<file path="config.mk">
export PLATFORM = sky130hd
export DESIGN_NAME = cubic_bezier_sampler_core_flat
export DESIGN_NICKNAME = d
export VERILOG_FILES = /design/src/rtl/cbs_pkg.sv /design/src/rtl/cbs_if.sv /design/src/rtl/cbs_lerp.sv /design/src/rtl/cubic_bezier_sampler_core.sv /design/src/flat_wrapper.sv
export SDC_FILE = /design/constraint.sdc
export NUM_CORES = 1
export LEC_CHECK = 0
export BUFFER_PORTS_ARGS = -buffer_cell sky130_fd_sc_hd__buf_2
export CAP_MARGIN = 20
export CORE_MARGIN = 5
export CORE_UTILIZATION = 56
export CTS_BUF_LIST = sky130_fd_sc_hd__clkbuf_8 sky130_fd_sc_hd__clkbuf_16
export DETAILED_ROUTE_END_ITERATION = 8
export GPL_TIMING_DRIVEN = 0
export HOLD_SLACK_MARGIN = 0.08
export PLACE_DENSITY_LB_ADDON = 0.08
export SLEW_MARGIN = 20
export SYNTH_ARGS = -nofsm -noshare
export SYNTH_HDL_FRONTEND = slang
export SYNTH_SLANG_ARGS = --single-unit
</file>
<file path="constraint.sdc">
create_clock -name clk -period 9.6 [get_ports clk]
set_clock_uncertainty 0.2 [all_clocks]
set_input_delay 0.48 -clock clk [delete_from_list [all_inputs] [get_ports clk]]
set_output_delay 0.48 -clock clk [all_outputs]
set_load 0.01 [all_outputs]
</file>
<file path="src/rtl/cbs_pkg.sv">
// Package for the cubic Bezier sampler: widths, types, opcodes and tables.
// No dependencies; imported by every module of the block.
package cbs_pkg;

  localparam int COORD_W     = 16;
  localparam int T_FRAC_BITS = 16;
  localparam int T_W         = T_FRAC_BITS + 1;
  localparam int MAX_POINTS  = 64;
  localparam int IDX_W       = 6;
  localparam int PC_W        = 7;
  localparam int COLOUR_W    = 8;

  typedef logic signed [COORD_W-1:0] coord_t;
  typedef logic [T_W-1:0]            t_t;
  typedef logic [IDX_W-1:0]          idx_t;
  typedef logic [PC_W-1:0]           pcnt_t;

  localparam t_t      T_ONE       = t_t'(1) << T_FRAC_BITS;
  localparam pcnt_t   PC_RESET    = pcnt_t'(30);
  localparam pcnt_t   PC_MIN      = pcnt_t'(2);
  localparam pcnt_t   PC_MAX      = pcnt_t'(MAX_POINTS);
  localparam logic [COLOUR_W-1:0] COLOUR_FULL = 8'hFF;

  // Micro-program: one axis of de Casteljau on a four-entry rotating queue
  localparam int PROG_W = 4;
  localparam logic [PROG_W-1:0] PROG_LAST = 4'd8;
  localparam logic OP_LERP = 1'b0;
  localparam logic OP_DROP = 1'b1;

  // LERP: head pair -> tail, shift by one. DROP: rotate by one.
  function automatic logic prog_op(input logic [PROG_W-1:0] pc);
    logic op;
    case (pc)
      4'd3, 4'd6, 4'd7: op = OP_DROP;
      default:          op = OP_LERP;
    endcase
    return op;
  endfunction

  // floor(2^16 / k) for k = 1..63
  function automatic t_t step_lut(input idx_t k);
    t_t s;
    case (k)
      6'd1:  s = 17'd65536; 6'd2:  s = 17'd32768; 6'd3:  s = 17'd21845;
      6'd4:  s = 17'd16384; 6'd5:  s = 17'd13107; 6'd6:  s = 17'd10922;
      6'd7:  s = 17'd9362;  6'd8:  s = 17'd8192;  6'd9:  s = 17'd7281;
      6'd10: s = 17'd6553;  6'd11: s = 17'd5957;  6'd12: s = 17'd5461;
      6'd13: s = 17'd5041;  6'd14: s = 17'd4681;  6'd15: s = 17'd4369;
      6'd16: s = 17'd4096;  6'd17: s = 17'd3855;  6'd18: s = 17'd3640;
      6'd19: s = 17'd3449;  6'd20: s = 17'd3276;  6'd21: s = 17'd3120;
      6'd22: s = 17'd2978;  6'd23: s = 17'd2849;  6'd24: s = 17'd2730;
      6'd25: s = 17'd2621;  6'd26: s = 17'd2520;  6'd27: s = 17'd2427;
      6'd28: s = 17'd2340;  6'd29: s = 17'd2259;  6'd30: s = 17'd2184;
      6'd31: s = 17'd2114;  6'd32: s = 17'd2048;  6'd33: s = 17'd1985;
      6'd34: s = 17'd1927;  6'd35: s = 17'd1872;  6'd36: s = 17'd1820;
      6'd37: s = 17'd1771;  6'd38: s = 17'd1724;  6'd39: s = 17'd1680;
      6'd40: s = 17'd1638;  6'd41: s = 17'd1598;  6'd42: s = 17'd1560;
      6'd43: s = 17'd1524;  6'd44: s = 17'd1489;  6'd45: s = 17'd1456;
      6'd46: s = 17'd1424;  6'd47: s = 17'd1394;  6'd48: s = 17'd1365;
      6'd49: s = 17'd1337;  6'd50: s = 17'd1310;  6'd51: s = 17'd1285;
      6'd52: s = 17'd1260;  6'd53: s = 17'd1236;  6'd54: s = 17'd1213;
      6'd55: s = 17'd1191;  6'd56: s = 17'd1170;  6'd57: s = 17'd1149;
      6'd58: s = 17'd1129;  6'd59: s = 17'd1110;  6'd60: s = 17'd1092;
      6'd61: s = 17'd1074;  6'd62: s = 17'd1057;  6'd63: s = 17'd1040;
      default: s = T_ONE;
    endcase
    return s;
  endfunction

endpackage

</file>
<file path="src/rtl/cbs_if.sv">
// Valid/ready channel interfaces for control points in and curve samples out.
// Depends on cbs_pkg for the payload types.
interface cbs_in_if import cbs_pkg::*; ();
  logic   valid;
  logic   ready;
  coord_t start_x;
  coord_t start_y;
  coord_t handle_one_x;
  coord_t handle_one_y;
  coord_t handle_two_x;
  coord_t handle_two_y;
  coord_t end_x;
  coord_t end_y;

  modport source (
    output valid, start_x, start_y, handle_one_x, handle_one_y,
           handle_two_x, handle_two_y, end_x, end_y,
    input  ready
  );
  modport sink (
    input  valid, start_x, start_y, handle_one_x, handle_one_y,
           handle_two_x, handle_two_y, end_x, end_y,
    output ready
  );
endinterface

interface cbs_out_if import cbs_pkg::*; ();
  logic                valid;
  logic                ready;
  idx_t                sample_index;
  coord_t              curve_x;
  coord_t              curve_y;
  logic [COLOUR_W-1:0] red;
  logic [COLOUR_W-1:0] green;
  logic [COLOUR_W-1:0] blue;
  logic                last;

  modport source (
    output valid, sample_index, curve_x, curve_y, red, green, blue, last,
    input  ready
  );
  modport sink (
    input  valid, sample_index, curve_x, curve_y, red, green, blue, last,
    output ready
  );
endinterface

</file>
<file path="src/rtl/cbs_lerp.sv">
// Shared interpolation unit: a + floor(t*(b-a) / 2^16), multiply registered.
// Depends on cbs_pkg. Result is valid the cycle after en.
module cbs_lerp import cbs_pkg::*; (
  input  logic   clk,
  input  logic   en,
  input  coord_t a,
  input  coord_t b,
  input  t_t     t,
  output coord_t res
);

  localparam int PROD_W = COORD_W + 1 + T_W + 1;

  logic signed [COORD_W:0]   diff;
  logic signed [T_W:0]       t_s;
  logic signed [PROD_W-1:0]  prod;
  logic signed [PROD_W-1:0]  prod_r;
  coord_t                    a_r;
  logic signed [COORD_W+1:0] sum;

  // difference and product, registered
  assign diff = {b[COORD_W-1], b} - {a[COORD_W-1], a};
  assign t_s  = $signed({1'b0, t});
  assign prod = diff * t_s;

  always_ff @(posedge clk) begin
    if (en) begin
      prod_r <= prod;
      a_r    <= a;
    end
  end

  // floor shift is an arithmetic slice; result always lies between a and b
  assign sum = {{2{a_r[COORD_W-1]}}, a_r} + prod_r[T_FRAC_BITS+COORD_W+1:T_FRAC_BITS];
  assign res = sum[COORD_W-1:0];

endmodule

</file>
<file path="src/rtl/cubic_bezier_sampler_core.sv">
// Cubic Bezier sampler: point_count samples per control-point beat, de Casteljau.
// Per sample: load the points, run the x program, then the y program, then offer
// the sample; no new beat is taken until the last sample is accepted. The pace is
// set by the one shared multiplier doing all twelve interpolations of a sample.
// Reset (rst_n low, synchronous): sequencer to idle, point_count back to 30.
module cubic_bezier_sampler_core import cbs_pkg::*; (
  input  logic         clk,
  input  logic         rst_n,
  cbs_in_if.sink       in_ch,
  cbs_out_if.source    out_ch,
  input  logic         cfg_we,
  input  pcnt_t        cfg_wdata
);

  localparam logic [2:0] S_IDLE  = 3'd0;
  localparam logic [2:0] S_LOAD  = 3'd1;
  localparam logic [2:0] S_ISSUE = 3'd2;
  localparam logic [2:0] S_WRITE = 3'd3;
  localparam logic [2:0] S_EMIT  = 3'd4;

  logic [2:0]          state_r, state_nxt;
  logic [PROG_W-1:0]   pc_r, pc_nxt;
  logic                axis_r, axis_nxt;
  idx_t                idx_r, idx_nxt;
  t_t                  tacc_r, tacc_nxt;
  t_t                  t_r, t_nxt;
  logic [COLOUR_W-1:0] red_r, red_nxt;
  pcnt_t               pcnt_r;
  idx_t                last_r;
  t_t                  step_r;
  coord_t              cx_r [4];
  coord_t              cy_r [4];
  coord_t              qx_r [4];
  coord_t              qy_r [4];
  coord_t              qx_nxt [4];
  coord_t              qy_nxt [4];

  pcnt_t               n_eff;
  idx_t                n_last;
  logic                in_take;
  logic                step_done;
  logic                lerp_en;
  coord_t              head_a, head_b, lerp_res;
  t_t                  t_sel;
  logic [T_W+7:0]      red_w;

  assign in_take = in_ch.valid && in_ch.ready;

  // point count clamped to 2..MAX_POINTS
  always_comb begin
    if (pcnt_r < PC_MIN) begin
      n_eff = PC_MIN;
    end else if (pcnt_r > PC_MAX) begin
      n_eff = PC_MAX;
    end else begin
      n_eff = pcnt_r;
    end
  end
  assign n_last = idx_t'(n_eff - pcnt_t'(1));

  // configuration register
  always_ff @(posedge clk) begin
    if (!rst_n) begin
      pcnt_r <= PC_RESET;
    end else if (cfg_we) begin
      pcnt_r <= cfg_wdata;
    end
  end

  // control points and run length captured on the input beat
  always_ff @(posedge clk) begin
    if (in_take) begin
      cx_r[0] <= in_ch.start_x;
      cx_r[1] <= in_ch.handle_one_x;
      cx_r[2] <= in_ch.handle_two_x;
      cx_r[3] <= in_ch.end_x;
      cy_r[0] <= in_ch.start_y;
      cy_r[1] <= in_ch.handle_one_y;
      cy_r[2] <= in_ch.handle_two_y;
      cy_r[3] <= in_ch.end_y;
      last_r  <= n_last;
      step_r  <= step_lut(n_last);
    end
  end

  // shared interpolation unit works on the head pair of the active queue
  assign head_a = axis_r ? qy_r[0] : qx_r[0];
  assign head_b = axis_r ? qy_r[1] : qx_r[1];

  cbs_lerp u_lerp (
    .clk (clk),
    .en  (lerp_en),
    .a   (head_a),
    .b   (head_b),
    .t   (t_r),
    .res (lerp_res)
  );

  // parameter of the sample about to start; the final one lands on 1.0
  assign t_sel = (idx_r == last_r) ? T_ONE : tacc_r;

  // red = floor(255*t / 2^16)
  assign red_w = {t_sel, 8'b0} - {8'b0, t_sel};

  // sequencer
  always_comb begin
    state_nxt = state_r;
    pc_nxt    = pc_r;
    axis_nxt  = axis_r;
    idx_nxt   = idx_r;
    tacc_nxt  = tacc_r;
    t_nxt     = t_r;
    red_nxt   = red_r;
    qx_nxt    = qx_r;
    qy_nxt    = qy_r;
    lerp_en   = 1'b0;
    step_done = 1'b0;
    case (state_r)
      S_IDLE: begin
        if (in_ch.valid) begin
          state_nxt = S_LOAD;
          idx_nxt   = '0;
          tacc_nxt  = '0;
        end
      end
      S_LOAD: begin
        t_nxt     = t_sel;
        red_nxt   = red_w[T_FRAC_BITS+COLOUR_W-1:T_FRAC_BITS];
        qx_nxt    = cx_r;
        qy_nxt    = cy_r;
        pc_nxt    = '0;
        axis_nxt  = 1'b0;
        state_nxt = S_ISSUE;
      end
      S_ISSUE: begin
        if (prog_op(pc_r) == OP_LERP) begin
          lerp_en   = 1'b1;
          state_nxt = S_WRITE;
        end else begin
          // rotate the active queue by one
          for (int j = 0; j < 3; j++) begin
            if (axis_r) begin
              qy_nxt[j] = qy_r[j+1];
            end else begin
              qx_nxt[j] = qx_r[j+1];
            end
          end
          if (axis_r) begin
            qy_nxt[3] = qy_r[0];
          end else begin
            qx_nxt[3] = qx_r[0];
          end
          step_done = 1'b1;
        end
      end
      S_WRITE: begin
        // shift in the interpolation result at the tail
        for (int j = 0; j < 3; j++) begin
          if (axis_r) begin
            qy_nxt[j] = qy_r[j+1];
          end else begin
            qx_nxt[j] = qx_r[j+1];
          end
        end
        if (axis_r) begin
          qy_nxt[3] = lerp_res;
        end else begin
          qx_nxt[3] = lerp_res;
        end
        step_done = 1'b1;
        state_nxt = S_ISSUE;
      end
      S_EMIT: begin
        if (out_ch.ready) begin
          if (idx_r == last_r) begin
            state_nxt = S_IDLE;
          end else begin
            idx_nxt   = idx_r + idx_t'(1);
            tacc_nxt  = tacc_r + step_r;
            state_nxt = S_LOAD;
          end
        end
      end
      default: begin
        state_nxt = S_IDLE;
      end
    endcase

    // program counter: x axis, then y axis, then offer the sample
    if (step_done) begin
      if (pc_r == PROG_LAST) begin
        if (!axis_r) begin
          axis_nxt  = 1'b1;
          pc_nxt    = '0;
          state_nxt = S_ISSUE;
        end else begin
          state_nxt = S_EMIT;
        end
      end else begin
        pc_nxt = pc_r + 1'b1;
      end
    end
  end

  always_ff @(posedge clk) begin
    if (!rst_n) begin
      state_r <= S_IDLE;
      pc_r    <= '0;
      axis_r  <= 1'b0;
      idx_r   <= '0;
      tacc_r  <= '0;
    end else begin
      state_r <= state_nxt;
      pc_r    <= pc_nxt;
      axis_r  <= axis_nxt;
      idx_r   <= idx_nxt;
      tacc_r  <= tacc_nxt;
    end
  end

  always_ff @(posedge clk) begin
    t_r   <= t_nxt;
    red_r <= red_nxt;
    qx_r  <= qx_nxt;
    qy_r  <= qy_nxt;
  end

  // channel outputs; the finished point sits at the queue tail
  assign in_ch.ready         = (state_r == S_IDLE);
  assign out_ch.valid        = (state_r == S_EMIT);
  assign out_ch.sample_index = idx_r;
  assign out_ch.curve_x      = qx_r[3];
  assign out_ch.curve_y      = qy_r[3];
  assign out_ch.red          = red_r;
  assign out_ch.green        = COLOUR_FULL;
  assign out_ch.blue         = COLOUR_FULL;
  assign out_ch.last         = (idx_r == last_r);

endmodule

</file>
<file path="src/flat_wrapper.sv">
// flat-port wrapper written by rule: the top's interface ports become plain ports
module cubic_bezier_sampler_core_flat import cbs_pkg::*;
  (clk, rst_n, cfg_we, cfg_wdata, in_ch_valid, in_ch_start_x, in_ch_start_y, in_ch_handle_one_x, in_ch_handle_one_y, in_ch_handle_two_x, in_ch_handle_two_y, in_ch_end_x, in_ch_end_y, in_ch_ready, out_ch_valid, out_ch_sample_index, out_ch_curve_x, out_ch_curve_y, out_ch_red, out_ch_green, out_ch_blue, out_ch_last, out_ch_ready);
  cbs_in_if in_ch_i ();
  cbs_out_if out_ch_i ();
  input  logic clk;
  input  logic rst_n;
  input  logic cfg_we;
  input  pcnt_t cfg_wdata;
  input wire logic [$bits(in_ch_i.valid)-1:0] in_ch_valid;
  input wire logic [$bits(in_ch_i.start_x)-1:0] in_ch_start_x;
  input wire logic [$bits(in_ch_i.start_y)-1:0] in_ch_start_y;
  input wire logic [$bits(in_ch_i.handle_one_x)-1:0] in_ch_handle_one_x;
  input wire logic [$bits(in_ch_i.handle_one_y)-1:0] in_ch_handle_one_y;
  input wire logic [$bits(in_ch_i.handle_two_x)-1:0] in_ch_handle_two_x;
  input wire logic [$bits(in_ch_i.handle_two_y)-1:0] in_ch_handle_two_y;
  input wire logic [$bits(in_ch_i.end_x)-1:0] in_ch_end_x;
  input wire logic [$bits(in_ch_i.end_y)-1:0] in_ch_end_y;
  output wire logic [$bits(in_ch_i.ready)-1:0] in_ch_ready;
  output wire logic [$bits(out_ch_i.valid)-1:0] out_ch_valid;
  output wire logic [$bits(out_ch_i.sample_index)-1:0] out_ch_sample_index;
  output wire logic [$bits(out_ch_i.curve_x)-1:0] out_ch_curve_x;
  output wire logic [$bits(out_ch_i.curve_y)-1:0] out_ch_curve_y;
  output wire logic [$bits(out_ch_i.red)-1:0] out_ch_red;
  output wire logic [$bits(out_ch_i.green)-1:0] out_ch_green;
  output wire logic [$bits(out_ch_i.blue)-1:0] out_ch_blue;
  output wire logic [$bits(out_ch_i.last)-1:0] out_ch_last;
  input wire logic [$bits(out_ch_i.ready)-1:0] out_ch_ready;
  assign in_ch_i.valid = in_ch_valid;
  assign in_ch_i.start_x = in_ch_start_x;
  assign in_ch_i.start_y = in_ch_start_y;
  assign in_ch_i.handle_one_x = in_ch_handle_one_x;
  assign in_ch_i.handle_one_y = in_ch_handle_one_y;
  assign in_ch_i.handle_two_x = in_ch_handle_two_x;
  assign in_ch_i.handle_two_y = in_ch_handle_two_y;
  assign in_ch_i.end_x = in_ch_end_x;
  assign in_ch_i.end_y = in_ch_end_y;
  assign in_ch_ready = in_ch_i.ready;
  assign out_ch_valid = out_ch_i.valid;
  assign out_ch_sample_index = out_ch_i.sample_index;
  assign out_ch_curve_x = out_ch_i.curve_x;
  assign out_ch_curve_y = out_ch_i.curve_y;
  assign out_ch_red = out_ch_i.red;
  assign out_ch_green = out_ch_i.green;
  assign out_ch_blue = out_ch_i.blue;
  assign out_ch_last = out_ch_i.last;
  assign out_ch_i.ready = out_ch_ready;
  cubic_bezier_sampler_core u_core (.clk(clk), .rst_n(rst_n), .in_ch(in_ch_i), .out_ch(out_ch_i), .cfg_we(cfg_we), .cfg_wdata(cfg_wdata));
endmodule
</file>
# After elaboration in Yosys (flattened, before gate mapping)
# Memories as Yosys holds them, arrays and structs flattened. A register that Yosys moved wholly into a read port is not among the register bits.
# Cells that the tools add are included.
# word_totals
mem_bits_ro	1088
output_inout_bits	65
mem_count	1
word_cells	114
regBits	373
# mem_list
name	depth	width	rd	rd_ports_with_merged_regs	wr	line	source
(name not given)	64	17	1	1	0	cbs_pkg.sv:43	case (k)
# op_classes
eq_ne	17
mul	1
n_addsub	7
order_cmp	2
n_reduce_logical	10
n_mux	49
# ops
operator	count
case mux 64 bit (3 select lines)	2
two-way mux 16 bit	12
two-way mux 64 bit	2
two-way mux 17 bit	4
case mux 17 bit (2 select lines)	1
multiplier 17 x 18 -> 32 bit	1
two-way mux 6 bit	5
subtractor 24 x 17 -> 24 bit	1
two-way mux 3 bit	6
adder 17 bit	1
subtractor 16 x 16 -> 17 bit	1
adder 16 bit	1
two-way mux 4 bit	4
case mux 3 bit (4 select lines)	1
case mux 6 bit (2 select lines)	1
AND reduction 4 bit	3
two-way mux 1 bit	10
== test 4 x 3 -> 1 bit, second input constant	2
!= test 2 x 1 -> 1 bit, second input constant	4
!= test 2 bit, second input constant	4
> comparator 7 bit, second input constant	1
less-than comparator 7 x 2 -> 1 bit, second input constant	1
adder 6 x 1 -> 6 bit, second input constant	1
== test 3 x 2 -> 1 bit, second input constant	2
other kinds (15)	15

# Longest topological paths before layout
# Gate-level depths: netlist of run 1.
# depth
depth_word	8
ltp_mapped	35

# Cells and area by module
# A second synthesis of run 1 with hierarchy kept.
# hier_totals
hier_cells	2701
area_unflattened_um2	28325.9
# by_module_without_submodules
mod	instances	area_per_inst_um2	seq_area_each_um2	cells_per_inst
cubic_bezier_sampler_core	1	16646.0	9889.5	1415
cbs_lerp	1	11680.0	960.9	1286

# Worst setup path before layout of run 1
# No wires, ideal clock.
# synth_timing
path_type	reg2reg
start	register u_core.state_r[2]
end	register u_core.qx_r, in the netlist u_core.out_ch.curve_x[0] (enable)
stages_incl_launch_ff	7
setup_slack_ps	-730
n_path_buf	2
setup_time_ps	414
t_arrival_ps	9716
path_cell_list	dfxtp_1 -> nand2b_1 -> clkbuf_1 -> clkbuf_1 -> nor2_1 -> nor3_1 -> a21boi_0
# synth_between
elab_chain_len	3
elab_cells_between_ends	8
cone_classes	eq/ne (6); reduce/logical (2)
# synth_lines
item	line	source
from (decl)	cubic_bezier_sampler_core.sv:21	logic [2:0] state_r, state_nxt;
from (signal assigned)	cubic_bezier_sampler_core.sv:213	state_r <= state_nxt;
== test 3 x 2 -> 1 bit or == test 3 x 1 -> 1 bit (tied branches)	cubic_bezier_sampler_core.sv:118	case (state_r)
!= test 2 bit (no line) (tied with other cells)	n/a	
AND reduction 4 bit (no line) *	n/a	
to (signal assigned)	cubic_bezier_sampler_core.sv:224	qx_r <= qx_nxt;
to (decl)	cubic_bezier_sampler_core.sv:33	coord_t qx_r [4];
# Every way passes the cells marked *; elsewhere a longest branch is shown, timed or not.
# A chain may end at the register's enable or synchronous reset.

# Final worst setup path of run 1
# layout_timing
start	register u_core.axis_r
end	register u_core.u_lerp.prod_r[31], data pin
# layout_between
elab_chain_len	3
elab_cells_between_ends	4
cone_classes	add/sub (1); mul (1); mux (2)
# layout_lines
item	line	source
from (decl)	cubic_bezier_sampler_core.sv:23	logic axis_r, axis_nxt;
from (signal assigned)	cubic_bezier_sampler_core.sv:215	axis_r <= axis_nxt;
two-way mux 16 bit, on equally long branches	cubic_bezier_sampler_core.sv:88, cubic_bezier_sampler_core.sv:87	
subtractor 16 x 16 -> 17 bit *	cbs_lerp.sv:22	assign diff = {b[COORD_W-1], b} - {a[COORD_W-1], a};
multiplier 17 x 18 -> 32 bit *	cbs_lerp.sv:24	assign prod = diff * t_s;
via u_core.u_lerp.prod[31]	cbs_lerp.sv:16	logic signed [PROD_W-1:0] prod;
to (signal assigned)	cbs_lerp.sv:28	prod_r <= prod;
to (decl)	cbs_lerp.sv:17	logic signed [PROD_W-1:0] prod_r;
# Mark *: on every way through the listed nets, which the timed path passes. The rest lies on a longest branch.

==> results of run 1 <==
==> worst register-to-register path: cells and delay by family (launching register included) <==
family / cells / cell delay (ns)
adders and majority gates: 8 / 3.70
AOI/OAI and AO/OA: 11 / 2.39
buffers and inverters: 6 / 0.94
and+or+nand+nor: 3 / 0.60
DFF: 1 / 0.42
muxes: 1 / 0.37
xor gates and xnor gates: 2 / 0.33
==> registers in the layout (all words and copies together), names as in the netlist, 17 cells and up <==
register,count
u_core.qy_r,48
u_core.cx_r,64
u_core.step_r,17
u_core.t_r,17
u_core.tacc_r,17
u_core.cy_r,64
u_core.qx_r,48
==> cells in the mapped netlist (all sizes together) (17+ instances only) <==
cell type	count	area share, %
mux2i	125	4.5
o21ai	166	3.0
xnor2	49	1.6
nand3	37	0.66
a31oi	29	0.65
a21oi	109	2.0
edfxtp	336	36
nor3	38	0.70
nor2b	38	0.85
buf	68	1.6
clkbuf	104	1.4
dfxtp	38	2.7
inv	340	4.5
nor2	117	1.6
nand2b	26	0.58
and2	104	2.3
nand2	369	4.9
o21a	17	0.45
fa	226	16
ha	173	7.7
==> timing repair <==
| item | in CTS | in global routing |
|---|---|---|
| hold buffers | 136 | 0 |
| setup buffers | 2 | 1 |
| hold endpoints to repair | 136 | 0 |
| gates resized for setup | 27 | 19 |
| pin swaps | 2 | 1 |
| endpoints found under the setup margin | 16 | 10 |
==> cell families after synthesis <==
group                      after synthesis  share of synthesized area (%)
adders and majority gates              399                          23.83
DFF                                    374                          38.65
other                                    1                        0.01336
and+or+nand+nor                        794                          13.27
xor gates and xnor gates                65                          2.081
muxes                                  141                          5.099
AOI/OAI and AO/OA                      432                          9.489
buffers and inverters                  514                          7.568
==> per-stage QoR <==
step | instance area, sq um | setup TNS, ns | instances
after global placement | 29910 | -37.72 | 3594
after detailed placement | 30110 | -20.79 | 3604
after floorplan | 28140 | 0 | 2735
after CTS | 33020 | 0 | 3819
after global routing | 33080 | -0.02611 | 3819
final | 33090 | 0 | 3821
==> routing by layer <==
| layer | vias up | GRT usage, % | routed length, um |
|---|---|---|---|
| met2 | 900 | 50.14 | 40230 |
| met4 | 0 | 9.048 | 2311 |
| met1 | 10770 | 40.65 | 33910 |
| met5 | - | 0 | 0 |
| met3 | 153 | 4.468 | 6066 |
| li1 | 9921 | - | - |
==> area by class of cell <==
cell class	instances	area, sq um
fillers	3953	16770
well taps	672	840.8
plain buffers	169	854.6
inverters	342	1291
clock inverters	36	324.1
diodes	2	5.005
clock buffers	43	1076
multi-input cells	1847	15360
flip-flops and latches	374	10850
repair buffers	336	2484
==> worst paths after layout <==
check | start | to
worst max-delay path | u_core.axis_r | u_core.u_lerp.prod_r[31]
worst min-delay path | rst_n | u_core.tacc_r[15]
worst max register to register | u_core.axis_r | u_core.u_lerp.prod_r[31]
worst min register to register | u_core.tacc_r[8] | u_core.tacc_r[8]
==> cell usage in the layout (no fill, tap or decap), drive strengths merged, types with 8 or more instances in the layout <==
master	n
a21o	15
fa	226
o21ai	166
mux2i	125
ha	173
o31ai	8
a221oi	9
mux2	16
o21a	17
nand3	37
inv	354
nor3	38
conb	16
or2	12
o211ai	10
dlygate4sd3	136
clkbuf	144
o21bai	8
nand2	369
a211oi	8
a21oi	109
dfxtp	38
and2	104
buf	268
xnor2	49
nor2b	38
edfxtp	336
xor2	16
nor2	117
and3	12
a31oi	29
or3	8
o2111ai	8
clkinv	19
nand2b	26
==> results.yml, run 1 <==
die:
  start_util_pct: 56.30
  die_w_um: 233.9
  io_pins: 205
  die_h_um: 233.9
  row_count: 82
  die_area_sq_um: 54710
  coreArea_sq_um: 49860
global_route:
  grt.total_usage_pct: 29.88
  grt_pass1_wl_mm: 125.9
  overflow: 0
  grt_pass1_vias: 22440
  grt_antenna_before_repair: 0
  grt_max_degree: 90
clocking:
  worstSkewPairLatency_ns: 0.59
  cts_tree: "built"
  htreeDepth: 2
  clock-sinks: 374
  cts_buffer_depth: 3
  cts_made_buffers: 43
  clk_pin_slew_ns: 0.06
  cts_root_buf: "clkbuf_16"
route:
  via_count: 21740
  via_per_inst: 5.690
  drt-total-wl_mm: 82.52
  drc: 0
  drtIter0Drc: 2090
  detail_route.wl_per_cell_um: 21.60
  ant_nets: 0
  firstDrtPassIters: 6
yosys:
  syn_area_per_cell_sq_um: 10.32
  ys_types: 83
  synthesis.area_sq_um: 28070
  yosysSeqAreaShare_pct: 38.65
  async_flop_share_pct: 0
  ys_ff_latch: 374
  synth_edf_count: 336
  ys_warn_count: 0
  synth_flop_cell: "edfxtp_1"
  syn-instance-count: 2720
critical_path:
  cp_num_buf_inv: 6
  critPathMaxStageDelay_ns: 0.58
  r2r_cells: 31
  crit_required_ns: 9.72
  rrSetupSlack_ns: 0.40
  crit_fanout: 10
  cp-end-kind: "flop"
  critical_path_depth: 31
  worst_path_max_delay_cell: "fa_1"
  cp_common_cell: "fa_1"
  critPathKind: "flop to flop"
  critPathLaunchType: "flop"
  cp.arrival_ns: 9.32
  crit_family: "adder cells"
sta:
  setup_ws_ns: 0.4001
  max_slew_margin_pct: 31.74
  tightest_slew_ns: 1.017
  min_period_ns: 9.200
  max_freq_mhz: 108.7
  fin_hold_ws_ns: 0.1222
  period_share_pct: 95.83
  setup_viol: 0
  report.final.hold_viol_count: 0
  slew_viol_final: 0
flow_run:
  maxCapViolations: 0
final_layout:
  nets: 3652
  drive_gt1_share_pct: 12.87
  syn_to_final_growth_pct: 17.87
  post-route-util_pct: 66.36
place:
  place_ws_ns: -1.781
  gp_congestion: 0.9649
  hpwl_mm: 62.60
  port_buffers: 187
run_status:
  status: "complete, no violations"
min_path:
  hold_path_class: "input pin to flop"
  min_path_cells: 3
Power of run 1 is not shown: default switching activity piles up to over one toggle a cycle in this logic, so the estimate is an artifact.
==> inputs of run 2 (changes only) <==
--- a/config.mk
+++ b/config.mk
@@ -5,6 +5,7 @@
 export SDC_FILE = /design/constraint.sdc
 export NUM_CORES = 1
 export LEC_CHECK = 0
+export ABC_AREA = 1
 export BUFFER_PORTS_ARGS = -buffer_cell sky130_fd_sc_hd__buf_2
 export CAP_MARGIN = 20
 export CORE_MARGIN = 5
==> constraint.sdc (replaced) <==
create_clock -name clk -period 9.3 [get_ports clk]
set_clock_uncertainty 0.2 [all_clocks]
set_input_delay 0.465 -clock clk [delete_from_list [all_inputs] [get_ports clk]]
set_output_delay 0.465 -clock clk [all_outputs]
set_load 0.01 [all_outputs]
==> run 2 against run 1 <==
Area after synthesis grew 1.8%. Die area is 1.7% higher. Count of clock-buffer cells in the layout increased by 7. Global-route usage is 1.1 points higher. Via count grew 13%. Critical path type unchanged.
==> results.yml, run 2 <==
final_layout:
  final_cell_mix: "nand2_1 (798), inv_1 (565), edfxtp_1 (336)"
  nets: 4207
  syn_to_final_growth_pct: 17.34
  layout_commonest_cell: "nand2_1"
  fin_cells: 4374
  reg_top3: "u_core.cx_r x64, u_core.cy_r x64"
  drive_gt1_share_pct: 10.16
  fill_cells: 4048
yosys:
  yosys.area_share.simple_pct: 18.06
  async_flop_share_pct: 0
  synth_edf_count: 336
  synth_compound_area_share_pct: 9.460
  muxShareOfSynthArea_pct: 0
  post-synth-top-area-fraction_pct: 35.32
  synth_fa_ha_area_share_pct: 23.41
  synthesis.area_sq_um: 28570
  synth_flop_cell: "edfxtp_1"
  ys_warn_count: 0
  synthXorXnorAreaFrac_pct: 0.8847
  yosys-top-cells-area: "edfxtp_1 (35%), fa_1 (16%), nand2_1 (10%)"
  synthMostInstantiatedCell: "nand2_1"
  ys_ff_latch: 374
  ys_types: 50
  synth_top_family_by_area: "adder cells"
  synth_common_cells: "nand2_1 (798), inv_1 (561), edfxtp_1 (336)"
  yosysSeqAreaShare_pct: 37.98
  syn_area_per_cell_sq_um: 8.728
  synth_top_cell_by_area: "edfxtp_1"
  syn-instance-count: 3273
critical_path:
  r2r_cells: 33
  r2r_end: "u_core.u_lerp.prod_r[31]"
  rr_startpoint: "u_core.axis_r"
  cp-end-kind: "flop"
  rrSetupSlack_ns: 0.46
  critPathKind: "flop to flop"
  crit_required_ns: 9.43
  worst_path_max_delay_cell: "fa_1"
  critPathMaxStageDelay_ns: 0.54
  crit_fanout: 10
  critPathLaunchType: "flop"
  cp.arrival_ns: 8.97
clocking:
  clk_pin_slew_ns: 0.06
  cts_made_buffers: 42
  cts_buffer_depth: 3
  cts_tree: "built"
  cts_root_buf: "clkbuf_16"
  clock-sinks: 374
  htreeDepth: 2
  postCtsSetupRepairBufs: 0
  worstSkewPairLatency_ns: 0.62
global_route:
  grt_pass1_vias: 24510
  grt_pass1_wl_mm: 135.4
  grt.total_usage_pct: 31.02
  grt_antenna_before_repair: 3
  grt_max_degree: 93
  overflow: 0
die:
  coreArea_sq_um: 50270
  start_util_pct: 56.82
  die_area_sq_um: 55630
  io_pins: 205
  die_w_um: 235.9
  row_count: 82
  die_h_um: 235.9
min_path:
  min_path_cells: 3
  worstHoldStart: "cfg_we"
  hold_path_class: "input pin to flop"
  hold-path-endpoint: "u_core.pcnt_r[5]"
sta:
  min_period_ns: 8.838
  setup_viol: 0
  period_share_pct: 95.04
  max_freq_mhz: 113.1
  max_slew_margin_pct: 18.30
  tightest_slew_ns: 1.213
  rsz0062_at_grt: "no"
  report.final.hold_viol_count: 0
  slew_viol_final: 0
place:
  port_buffers: 187
  gp_congestion: 1.036
  dp_cells: 4152
  hpwl_mm: 68.39
route:
  via_count: 24520
  drt-total-wl_mm: 88.85
  drtIter0Drc: 2582
  firstDrtPassIters: 6
  via_per_inst: 5.607
  drc: 0
  ant_nets: 0
  detail_route.wl_per_cell_um: 20.31
run_status:
  status: "complete, no violations"
flow_run:
  maxCapViolations: 0
run 2: changes by cell type after synthesis, sizes merged, moves of 18 or more:
cell	previous run	this run
a21oi	109	156
a31oi	29	9
and2	104	1
clkbuf	104	77
inv	340	572
mux2i	125	0
nand2	369	800
nand2b	26	0
nand3	37	132
nor2	117	286
nor2b	38	0
nor3	38	20
o211ai	10	65
xnor2	49	5
run 2: layer usage:
metal | share of wire (%) | track usage [%] | routed length, um | up-vias
met4 | 4.3 | 11.95 | 3864 | 4
met2 | 46 | 49.12 | 40760 | 1371
li1 | - | - | - | 11280
met3 | 11 | 7.009 | 9522 | 245
met5 | 0.030 | 0 | 27 | -
met1 | 39 | 42.09 | 34680 | 11620
run 2: final cells by class:
type | count | area [sq um] | area share, %
Clock buffer | 50 | 1161 | 3.464
Sequential cell | 374 | 10850 | 32.37
Buffer | 139 | 728.2 | 2.172
Tap cell | 672 | 840.8 | 2.508
Inverter | 581 | 2193 | 6.543
Timing Repair Buffer | 339 | 2505 | 7.472
Clock inverter | 27 | 337.8 | 1.008
Multi-Input combinational cell | 2191 | 14900 | 44.45
Antenna cell | 1 | 2.502 | 0.007465
run 2: kinds of logic (layout without fill, tap and decap cells):
kind of cell / count (synthesis) / after routing
compound gates: 466 / 466
xor+xnor: 28 / 28
fa+ha+maj: 399 / 399
buf+inv: 723 / 1136
flops: 374 / 374
other cells: 1 / 17
simple gates: 1282 / 1282
run 2: what timing repair did:
action	CTS	global route
setup endpoints to repair	4	16
gates resized for setup	2	16
hold buffers	147	0
hold endpoints to repair	142	0
run 2: stage by stage:
stage	hold slack, ns	cell area (sq um)	utilization (%)	setup slack (ns)	TNS [ns]
after floorplan	0.2613	28620	-	1.751	0
after global placement	0.2732	30400	60.47	-0.2315	-0.3589
after detailed placement	0.2922	30550	60.76	-0.07195	-0.07195
after CTS	0.09290	33510	66.66	0.04119	0
after global routing	0.2080	33520	66.68	0.02852	0
final	0.1769	33520	66.68	0.4615	0
run 2: worst max path at each step:
stage	startpoint	end	slack, ns	cells after the start
after floorplan	u_core.axis_r	u_core.u_lerp.prod_r[30]	1.75	33
after CTS	u_core.axis_r	u_core.u_lerp.prod_r[31]	0.04	34
after global placement	u_core.axis_r	u_core.u_lerp.prod_r[31]	-0.23	31
after global routing	u_core.axis_r	u_core.u_lerp.prod_r[28]	0.03	35
after detailed placement	u_core.axis_r	u_core.u_lerp.prod_r[31]	-0.07	35
final	u_core.axis_r	u_core.u_lerp.prod_r[31]	0.46	33
run 2: worst max-delay path, delay by kind of cell (launching register included):
kind | cells | cell delay (ns)
DFF | 1 | 0.45
and+or+nand+nor | 10 | 1.42
AOI/OAI and AO/OA | 7 | 1.52
buffers and inverters | 8 | 1.05
adders and majority gates | 8 | 3.90
Power of run 2 is left out for the same reason.
